## config.mk

```make
export PLATFORM = sky130hd
export DESIGN_NAME = unsigned_to_ascii_digits_flat
export DESIGN_NICKNAME = d
export VERILOG_FILES = /design/src/rtl/u2a_pkg.sv /design/src/rtl/u2a_if.sv /design/src/rtl/u2a_front.sv /design/src/rtl/u2a_fifo.sv /design/src/rtl/u2a_back.sv /design/src/rtl/unsigned_to_ascii_digits.sv /design/src/flat_wrapper.sv
export SDC_FILE = /design/constraint.sdc
export NUM_CORES = 1
export LEC_CHECK = 0
export BUFFER_PORTS_ARGS = -buffer_cell sky130_fd_sc_hd__buf_2
export CAP_MARGIN = 10
export CORE_UTILIZATION = 60
export CTS_CLUSTER_DIAMETER = 50
export DETAILED_ROUTE_END_ITERATION = 12
export HOLD_SLACK_MARGIN = 0.08
export PLACE_DENSITY = 0.81
export SETUP_SLACK_MARGIN = 0.4
export SLEW_MARGIN = 25
export SYNTH_ARGS = -nofsm -noshare
export SYNTH_HDL_FRONTEND = slang
export SYNTH_HIERARCHICAL = 1
export SYNTH_SLANG_ARGS = --single-unit
```

## constraint.sdc

```tcl
create_clock -name clk_i -period 13.6 [get_ports clk_i]
set_input_delay 0.68 -clock clk_i [delete_from_list [all_inputs] [get_ports clk_i]]
set_output_delay 0.68 -clock clk_i [all_outputs]
set_load 0.02 [all_outputs]
```

## src/rtl/u2a_pkg.sv

```systemverilog
// Shared types, constants and helpers for the unsigned-to-ASCII digit converter.
// No dependencies.
package u2a_pkg;

  localparam int unsigned VALUE_W = 64;
  localparam int unsigned CHAR_W  = 8;

  localparam logic [CHAR_W-1:0] FMT_DEC    = 8'h75;  // 'u'
  localparam logic [CHAR_W-1:0] FMT_HEX_LO = 8'h78;  // 'x'
  localparam logic [CHAR_W-1:0] FMT_HEX_UP = 8'h58;  // 'X'

  localparam logic [CHAR_W-1:0] CHAR_ZERO  = 8'h30;  // '0'
  localparam logic [CHAR_W-1:0] CHAR_LO_A  = 8'h61;  // 'a'
  localparam logic [CHAR_W-1:0] CHAR_UP_A  = 8'h41;  // 'A'
  localparam logic [CHAR_W-1:0] CHAR_NONE  = 8'h00;

  typedef enum logic [1:0] {
    MODE_DEC,
    MODE_HEX_LO,
    MODE_HEX_UP,
    MODE_INVALID
  } mode_e;

  function automatic logic [CHAR_W-1:0] digit_to_ascii(logic [3:0] d, logic upper);
    logic [CHAR_W-1:0] res;
    if (d < 4'd10) begin
      res = CHAR_ZERO + {4'h0, d};
    end else begin
      res = (upper ? CHAR_UP_A : CHAR_LO_A) + {4'h0, d} - 8'd10;
    end
    return res;
  endfunction

endpackage

```

## src/rtl/u2a_if.sv

```systemverilog
// Valid/ready channel interfaces for the converter's input and output.
// Depends on u2a_pkg.
interface u2a_in_if;
  logic                          valid;
  logic                          ready;
  logic [u2a_pkg::VALUE_W-1:0]   value;
  logic [u2a_pkg::CHAR_W-1:0]    format_char;

  modport source (output valid, output value, output format_char, input ready);
  modport sink   (input valid, input value, input format_char, output ready);
endinterface

interface u2a_out_if;
  logic                          valid;
  logic                          ready;
  logic [u2a_pkg::CHAR_W-1:0]    digit_char;
  logic                          last;
  logic                          invalid;

  modport source (output valid, output digit_char, output last, output invalid, input ready);
  modport sink   (input valid, input digit_char, input last, input invalid, output ready);
endinterface

```

## src/rtl/u2a_front.sv

```systemverilog
// Front end: accepts input transactions, decodes the format letter, masks the value.
// Depends on u2a_pkg and u2a_if.
module u2a_front #(
  parameter int unsigned VALUE_BITS = 64
) (
  input  logic                    clk_i,
  input  logic                    rst_ni,
  u2a_in_if.sink                  in_i,
  output logic                    push_valid_o,
  input  logic                    push_ready_i,
  output u2a_pkg::mode_e          push_mode_o,
  output logic [VALUE_BITS-1:0]   push_value_o
);
  import u2a_pkg::*;

  logic                  vld_q;
  mode_e                 mode_q, mode_d;
  logic [VALUE_BITS-1:0] val_q;

  assign in_i.ready = !vld_q || push_ready_i;

  always_comb begin
    priority if (in_i.format_char == FMT_DEC) begin
      mode_d = MODE_DEC;
    end else if (in_i.format_char == FMT_HEX_LO) begin
      mode_d = MODE_HEX_LO;
    end else if (in_i.format_char == FMT_HEX_UP) begin
      mode_d = MODE_HEX_UP;
    end else begin
      mode_d = MODE_INVALID;
    end
  end

  always_ff @(posedge clk_i or negedge rst_ni) begin
    if (!rst_ni) begin
      vld_q <= 1'b0;
    end else if (in_i.valid && in_i.ready) begin
      vld_q <= 1'b1;
    end else if (push_ready_i) begin
      vld_q <= 1'b0;
    end
  end

  always_ff @(posedge clk_i) begin
    if (in_i.valid && in_i.ready) begin
      mode_q <= mode_d;
      val_q  <= in_i.value[VALUE_BITS-1:0];
    end
  end

  assign push_valid_o = vld_q;
  assign push_mode_o  = mode_q;
  assign push_value_o = val_q;

endmodule

```

## src/rtl/u2a_fifo.sv

```systemverilog
// Small synchronous queue between the front end and the digit engine.
// No package dependencies.
module u2a_fifo #(
  parameter int unsigned WIDTH = 66,
  parameter int unsigned DEPTH = 2
) (
  input  logic             clk_i,
  input  logic             rst_ni,
  input  logic             push_i,
  input  logic [WIDTH-1:0] push_data_i,
  output logic             full_o,
  input  logic             pop_i,
  output logic [WIDTH-1:0] pop_data_o,
  output logic             empty_o
);
  localparam int unsigned PTR_W = (DEPTH > 1) ? $clog2(DEPTH) : 1;
  localparam int unsigned CNT_W = $clog2(DEPTH + 1);

  logic [WIDTH-1:0] mem_q [DEPTH];
  logic [PTR_W-1:0] wr_q, rd_q;
  logic [CNT_W-1:0] cnt_q;
  logic             do_push, do_pop;

  assign full_o     = (cnt_q == CNT_W'(DEPTH));
  assign empty_o    = (cnt_q == '0);
  assign do_push    = push_i && !full_o;
  assign do_pop     = pop_i && !empty_o;
  assign pop_data_o = mem_q[rd_q];

  always_ff @(posedge clk_i or negedge rst_ni) begin
    if (!rst_ni) begin
      wr_q  <= '0;
      rd_q  <= '0;
      cnt_q <= '0;
    end else begin
      if (do_push) begin
        wr_q <= (wr_q == PTR_W'(DEPTH - 1)) ? '0 : wr_q + 1'b1;
      end
      if (do_pop) begin
        rd_q <= (rd_q == PTR_W'(DEPTH - 1)) ? '0 : rd_q + 1'b1;
      end
      if (do_push && !do_pop) begin
        cnt_q <= cnt_q + 1'b1;
      end else if (do_pop && !do_push) begin
        cnt_q <= cnt_q - 1'b1;
      end
    end
  end

  always_ff @(posedge clk_i) begin
    if (do_push) begin
      mem_q[wr_q] <= push_data_i;
    end
  end

endmodule

```

## src/rtl/u2a_back.sv

```systemverilog
// Digit engine: serial BCD for decimal, then one digit per cycle unless stalled.
// Depends on u2a_pkg and u2a_if.
module u2a_back #(
  parameter int unsigned VALUE_BITS = 64,
  parameter int unsigned NDIG       = 20
) (
  input  logic                    clk_i,
  input  logic                    rst_ni,
  input  logic                    pop_valid_i,
  output logic                    pop_o,
  input  u2a_pkg::mode_e          pop_mode_i,
  input  logic [VALUE_BITS-1:0]   pop_value_i,
  u2a_out_if.source               out_o
);
  import u2a_pkg::*;

  localparam int unsigned DW    = NDIG * 4;
  localparam int unsigned BIT_W = $clog2(VALUE_BITS + 1);
  localparam int unsigned DIG_W = $clog2(NDIG + 1);

  typedef enum logic [1:0] {
    ST_IDLE,
    ST_CONV,
    ST_EMIT,
    ST_INV
  } state_e;

  state_e              state_q;
  logic [VALUE_BITS-1:0] bin_q;
  logic [DW-1:0]       dig_q;
  logic [DW-1:0]       adj;
  logic                upper_q;
  logic [BIT_W-1:0]    bits_q;
  logic [DIG_W-1:0]    left_q;
  logic                seen_q;
  logic                out_vld_q;
  logic [CHAR_W-1:0]   char_q;
  logic                last_q, inv_q;
  logic                out_free;
  logic [3:0]          top_nib;
  logic                fin;
  logic                emit;

  assign out_free = !out_vld_q || out_o.ready;
  assign pop_o    = (state_q == ST_IDLE) && pop_valid_i;
  assign top_nib  = dig_q[DW-1 -: 4];
  assign fin      = (left_q == DIG_W'(1));
  assign emit     = out_free &&
                    (((state_q == ST_EMIT) && (seen_q || top_nib != 4'h0 || fin)) ||
                     (state_q == ST_INV));

  always_comb begin
    for (int i = 0; i < NDIG; i++) begin
      adj[i*4 +: 4] = (dig_q[i*4 +: 4] >= 4'd5) ? dig_q[i*4 +: 4] + 4'd3 : dig_q[i*4 +: 4];
    end
  end

  always_ff @(posedge clk_i or negedge rst_ni) begin
    if (!rst_ni) begin
      state_q   <= ST_IDLE;
      out_vld_q <= 1'b0;
      bits_q    <= '0;
      left_q    <= '0;
      seen_q    <= 1'b0;
      upper_q   <= 1'b0;
      char_q    <= CHAR_NONE;
      last_q    <= 1'b0;
      inv_q     <= 1'b0;
    end else begin
      if (emit) begin
        out_vld_q <= 1'b1;
      end else if (out_o.ready) begin
        out_vld_q <= 1'b0;
      end
      unique case (state_q)
        ST_IDLE: begin
          if (pop_valid_i) begin
            unique case (pop_mode_i)
              MODE_DEC: begin
                bits_q  <= BIT_W'(VALUE_BITS);
                upper_q <= 1'b0;
                state_q <= ST_CONV;
              end
              MODE_HEX_LO, MODE_HEX_UP: begin
                upper_q <= (pop_mode_i == MODE_HEX_UP);
                left_q  <= DIG_W'(NDIG);
                seen_q  <= 1'b0;
                state_q <= ST_EMIT;
              end
              default: state_q <= ST_INV;
            endcase
          end
        end
        ST_CONV: begin
          bits_q <= bits_q - 1'b1;
          if (bits_q == BIT_W'(1)) begin
            left_q  <= DIG_W'(NDIG);
            seen_q  <= 1'b0;
            state_q <= ST_EMIT;
          end
        end
        ST_EMIT: begin
          if (out_free) begin
            if (seen_q || top_nib != 4'h0 || fin) begin
              seen_q <= 1'b1;
            end
            char_q <= digit_to_ascii(top_nib, upper_q);
            last_q <= fin;
            inv_q  <= 1'b0;
            left_q <= left_q - 1'b1;
            if (fin) begin
              state_q <= ST_IDLE;
            end
          end
        end
        ST_INV: begin
          if (out_free) begin
            char_q  <= CHAR_NONE;
            last_q  <= 1'b1;
            inv_q   <= 1'b1;
            state_q <= ST_IDLE;
          end
        end
        default: state_q <= ST_IDLE;
      endcase
    end
  end

  // datapath, no reset
  always_ff @(posedge clk_i) begin
    unique case (state_q)
      ST_IDLE: begin
        if (pop_valid_i) begin
          bin_q <= pop_value_i;
          if (pop_mode_i == MODE_DEC) begin
            dig_q <= '0;
          end else begin
            dig_q <= DW'(pop_value_i);
          end
        end
      end
      ST_CONV: begin
        dig_q <= {adj[DW-2:0], bin_q[VALUE_BITS-1]};
        bin_q <= bin_q << 1;
      end
      ST_EMIT: begin
        if (out_free) begin
          dig_q <= {dig_q[DW-5:0], 4'h0};
        end
      end
      default: ;
    endcase
  end

  assign out_o.valid      = out_vld_q;
  assign out_o.digit_char = char_q;
  assign out_o.last       = last_q;
  assign out_o.invalid    = inv_q;

endmodule

```

## src/rtl/unsigned_to_ascii_digits.sv

```systemverilog
// Top level of the unsigned-to-ASCII digit converter.
// Depends on u2a_pkg, u2a_if, u2a_front, u2a_fifo and u2a_back.
//
// Converts the low VALUE_BITS bits of an unsigned value to ASCII digits, most
// significant first, one character per output transaction with last on the
// final one: 'u' decimal, 'x' lowercase hex, 'X' uppercase hex. Zero gives "0";
// any other format letter gives a single NUL character with invalid and last set.
// An item is handled one at a time by the digit engine: it is taken from the
// queue in the idle state, then for decimal it goes through bit-serial
// shift-and-add-3 conversion and a digit scan over NDIG positions, for hex
// through the digit scan alone, and for an invalid letter it yields a single
// invalid character, where NDIG is the decimal width of the largest value.
// The digit scan takes one digit position per cycle, leading zeros included,
// and stalls while the output register is held. The input register and a
// two-entry queue keep accepting items while the engine is busy.
module unsigned_to_ascii_digits #(
  parameter int unsigned VALUE_BITS = 64
) (
  input  logic       clk_i,
  input  logic       rst_ni,
  u2a_in_if.sink     in_i,
  u2a_out_if.source  out_o
);
  import u2a_pkg::*;

  localparam int unsigned NDIG   = (VALUE_BITS * 30103) / 100000 + 1;
  localparam int unsigned Q_W    = VALUE_BITS + 2;

  logic                  push_valid, push_ready, fifo_full, fifo_empty, pop;
  mode_e                 push_mode, pop_mode;
  logic [VALUE_BITS-1:0] push_value, pop_value;
  logic [Q_W-1:0]        pop_data;

  assign push_ready = !fifo_full;

  u2a_front #(
    .VALUE_BITS (VALUE_BITS)
  ) u_front (
    .clk_i        (clk_i),
    .rst_ni       (rst_ni),
    .in_i         (in_i),
    .push_valid_o (push_valid),
    .push_ready_i (push_ready),
    .push_mode_o  (push_mode),
    .push_value_o (push_value)
  );

  u2a_fifo #(
    .WIDTH (Q_W),
    .DEPTH (2)
  ) u_fifo (
    .clk_i       (clk_i),
    .rst_ni      (rst_ni),
    .push_i      (push_valid),
    .push_data_i ({push_mode, push_value}),
    .full_o      (fifo_full),
    .pop_i       (pop),
    .pop_data_o  (pop_data),
    .empty_o     (fifo_empty)
  );

  assign pop_mode  = mode_e'(pop_data[Q_W-1 -: 2]);
  assign pop_value = pop_data[VALUE_BITS-1:0];

  u2a_back #(
    .VALUE_BITS (VALUE_BITS),
    .NDIG       (NDIG)
  ) u_back (
    .clk_i       (clk_i),
    .rst_ni      (rst_ni),
    .pop_valid_i (!fifo_empty),
    .pop_o       (pop),
    .pop_mode_i  (pop_mode),
    .pop_value_i (pop_value),
    .out_o       (out_o)
  );

endmodule

```

## src/flat_wrapper.sv

```systemverilog
// flat-port wrapper written by rule: the top's interface ports become plain ports
module unsigned_to_ascii_digits_flat import u2a_pkg::*;
#(
  parameter int unsigned VALUE_BITS = 64
)
  (clk_i, rst_ni, in_i_valid, in_i_value, in_i_format_char, in_i_ready, out_o_valid, out_o_digit_char, out_o_last, out_o_invalid, out_o_ready);
  u2a_in_if in_i_i ();
  u2a_out_if out_o_i ();
  input  logic clk_i;
  input  logic rst_ni;
  input wire logic [$bits(in_i_i.valid)-1:0] in_i_valid;
  input wire logic [$bits(in_i_i.value)-1:0] in_i_value;
  input wire logic [$bits(in_i_i.format_char)-1:0] in_i_format_char;
  output wire logic [$bits(in_i_i.ready)-1:0] in_i_ready;
  output wire logic [$bits(out_o_i.valid)-1:0] out_o_valid;
  output wire logic [$bits(out_o_i.digit_char)-1:0] out_o_digit_char;
  output wire logic [$bits(out_o_i.last)-1:0] out_o_last;
  output wire logic [$bits(out_o_i.invalid)-1:0] out_o_invalid;
  input wire logic [$bits(out_o_i.ready)-1:0] out_o_ready;
  assign in_i_i.valid = in_i_valid;
  assign in_i_i.value = in_i_value;
  assign in_i_i.format_char = in_i_format_char;
  assign in_i_ready = in_i_i.ready;
  assign out_o_valid = out_o_i.valid;
  assign out_o_digit_char = out_o_i.digit_char;
  assign out_o_last = out_o_i.last;
  assign out_o_invalid = out_o_i.invalid;
  assign out_o_i.ready = out_o_ready;
  unsigned_to_ascii_digits #(.VALUE_BITS(VALUE_BITS)) u_core (.clk_i(clk_i), .rst_ni(rst_ni), .in_i(in_i_i), .out_o(out_o_i));
endmodule
```

==> results_dict.tcl <==
set metrics [dict create \
    nNetsFinal 1350 \
    worst_slew_pin_slew_ns 0.954 \
    rows 60 \
    period_share 0.202 \
    seq_area_frac_synth 0.657 \
    ctsResizeCount 0 \
    hold_viol_final 0 \
    syn_area_per_cell_sq_um 15.0 \
    hold_path.class "input pin to async pin" \
    synthToLayoutAreaGrowth_pct 12.7 \
    grt_pass1_wl_microns 46600 \
    fin_setup_tns_ns 0 \
    layout_common_cells "edfxtp_1, buf_2, o21ai_1, mux2_2, a22oi_1" \
    port_buffers 86 \
    internal_power_w 0.00216 \
    p_per_area_mw_per_mm2 147 \
    route.detailed.drc 0 \
    crit_family "buffers and inverters" \
    cts_buffer_depth 3 \
    dr.pass1.iters 5 \
    cts.clk_slew.worst_paths_ns 0.06 \
    p_comb_frac 0.078 \
    synth_nets 1257 \
    globalplace.congestion 0.779 \
    status "finished, final reports clean" \
    power_frac_clock 0.387 \
    ys_types 66 \
    cts_buffers 40 \
    cp.arrival_ns 2.90 \
    die_w_microns 169 \
    startpoint_type "register" \
    synthTopCellsByArea "edfxtp_1, dfrtp_1, mux2_2, ha_1, mux2_1" \
    clock_skew_ns 0.0160 \
    startpoint "u_core/u_back/state_q[1]" \
    cp-end-kind "register" \
    worst_ep_required_time_ns 13.75 \
    clockRootBuffer "clkbuf_16" \
    antenna_cells 0 \
    utilization 0.696 \
    seq_power_share 0.535 \
    p_leak_nw 7.21 \
    max_stage_delay_ns 0.70 \
    swShare 0.224 \
    hold_buffers 0 \
    yosysWarnings 6 \
    max_cap_viol_count 0 \
    path_buf_inv 3 \
    ys_ff_latch 373 \
    syn_inst 1125 \
    dieArea_sq_mm 0.0287 \
    wl_per_cell_microns 17.6 \
    rsz0062_at_grt "false" \
    timing.rr.start "u_core/u_back/state_q[1]" \
    yosys.area.top_type_share 0.610 \
    via_count 9389 \
    critPathKind "register to register" \
    synth_edf_count 342 \
    synth_fa_ha_area_frac 0.0417 \
    grt_max_degree 81 \
    ys.flop_type "edfxtp_1" \
    mostFrequentLayoutCell "edfxtp_1" \
    synth_top_family_by_area "multiplexers" \
    dieHeight_microns 169 \
    fillCellCount 1773 \
    synth_area_sq_mm 0.0168 \
    yosys.area_share.simple 0.0541 \
    grtUsageTotal 0.204 \
    cp_slowest_cell "buf_4" \
    vdd_drop_max_mv 0.121 \
    hpwl_microns 16900 \
    max_freq_mhz 364 \
    synthMuxAreaShare 0.109 \
    wirelength_microns 28600 \
    setup_violations 0 \
    synth-async-reset-ratio 0.0831 \
    grt_pass1_vias 9380 \
    slew_headroom 0.364 \
    crit_path_max_fanout 64 \
    pin_count 88 \
    multi_input_area_sq_mm 0.00538 \
    min_period_ns 2.75 \
    clock_sinks 373 \
    synth_compound_area_frac 0.0944 \
    cts_tree "yes" \
    post_cts.repair.setup_buffers 0 \
    synth_xor_area_frac 0.0172 \
    drv_slew 0 \
    grt_overflow 0 \
    initial_utilization 0.617 \
    clkLatencyLatePin_ns 0.54 \
    drt-initial-drc-count 776 \
    switching_power_w 0.000624 \
    core_sq_mm 0.0273 \
    antenna_found_initial 0 \
    drive_gt1_frac 0.223 \
    seq_area_sq_mm 0.0110 \
    crit_chain "inv_1 -> ha_4 -> inv_1 -> o21ai_4 -> buf_4" \
    h-tree-depth 2 \
    ant_nets 0 \
    via_per_inst 5.79 \
    synth_area_leader_cell "edfxtp_1" \
    crit_top_cell "inv_1" \
]
-- flip-flops by register name (all words and copies together) (netlist names) --
register / flops
u_core/u_fifo/mem_q: 132
u_core/u_back/state_q: 2
u_core/u_back/out_o.invalid: 1
u_core/u_fifo/cnt_q: 2
u_core/u_front/push_mode_o: 2
u_core/u_back/dig_q: 80
u_core/u_front/push_valid_o: 1
u_core/u_fifo/wr_q: 1
u_core/u_fifo/rd_q: 1
u_core/u_back/out_o.valid: 1
u_core/u_back/upper_q: 1
u_core/u_back/out_o.digit_char: 7
u_core/u_back/bits_q: 7
u_core/u_back/bin_q: 64
u_core/u_back/out_o.last: 1
u_core/u_front/push_value_o: 64
u_core/u_back/left_q: 5
u_core/u_back/seen_q: 1
-- cells by family after synthesis --
family / Yosys count
other: 1
muxes: 154
xor gates and xnor gates: 33
buffers and inverters: 105
AOI/OAI and AO/OA: 254
adders and majority gates: 56
and+or+nand+nor: 149
DFF: 373
-- Yosys cell counts, types with 7 or more instances --
| cell type | instances |
|---|---|
| o21ai_0 | 29 |
| nor3b_1 | 35 |
| inv_1 | 58 |
| xor2_1 | 8 |
| mux2_4 | 31 |
| a22oi_1 | 60 |
| xnor2_1 | 25 |
| edfxtp_1 | 342 |
| ha_1 | 56 |
| nor2_1 | 21 |
| a21oi_1 | 53 |
| o21ai_1 | 74 |
| nand2b_1 | 28 |
| mux2_1 | 52 |
| nand2_1 | 29 |
| mux2_2 | 64 |
| dfrtp_1 | 31 |
| clkbuf_1 | 29 |
| mux2i_1 | 7 |
| buf_2 | 8 |
-- layer usage --
layer / GRT usage / wire length, microns / vias up
li1: - / - / 4478
met5: 0 / 0 / -
met1: 0.265 / 12100 / 4588
met4: 0.0658 / 703 / 0
met3: 0.0340 / 1430 / 63
met2: 0.352 / 14300 / 260
-- power by group through the flow --
stage	logic [W]	registers, W	clock network, W
final	0.000218	0.00149	0.00108
after global routing	0.000241	0.00150	0.00114
after CTS	0.000224	0.00149	0.00110
after detailed placement	0.000223	0.00151	0
after global placement	0.000222	0.00150	0
after floorplan	0.000146	0.00150	0
-- area by class of cell --
| cell class | count | share of cell area |
|---|---|---|
| multi-input cells | 647 | 0.284 |
| well taps | 372 | 0.0245 |
| inverters | 60 | 0.0119 |
| clock buffers | 47 | 0.0563 |
| repair buffers | 96 | 0.0275 |
| flip-flops and latches | 373 | 0.583 |
| clock inverters | 26 | 0.0135 |
-- path summary, 6_finish.rpt --
kind | to | slack (ns) | cells after the start
min in group clk_i | u_core/u_front/push_value_o[7] | 0.32 | 1
hold / removal | u_core/u_back/left_q[3] | 0.21 | 1
hold reg to reg | u_core/u_fifo/mem_q[1][31] | 0.44 | 0
max in group asynchronous | u_core/u_fifo/rd_q | 12.86 | 1
setup reg to reg | u_core/u_back/bin_q[39] | 10.85 | 5
setup / recovery | u_core/u_back/bin_q[39] | 10.85 | 5
-- through the flow --
step                      cell area, sq um  std cells  total power (W)  setup WS, ns  hold slack [ns]
after CTS                            18900       1620          0.00281         10.37            0.217
after detailed placement             17600       1547          0.00173         10.37            0.429
final                                19000       1621          0.00279         10.85            0.209
after global routing                 19000       1621          0.00288         10.71            0.267
after floorplan                      16800       1125          0.00165          7.74            0.384
after global placement               17600       1547          0.00172         10.52            0.423
-- worst reg2reg max path, cell delays in order (launching register included) --
cell	delay, ns
dfrtp_1	0.44
inv_1	0.16
ha_4	0.52
inv_1	0.30
o21ai_4	0.19
buf_4	0.70
No activity file was read; power rests on OpenSTA's default activity.
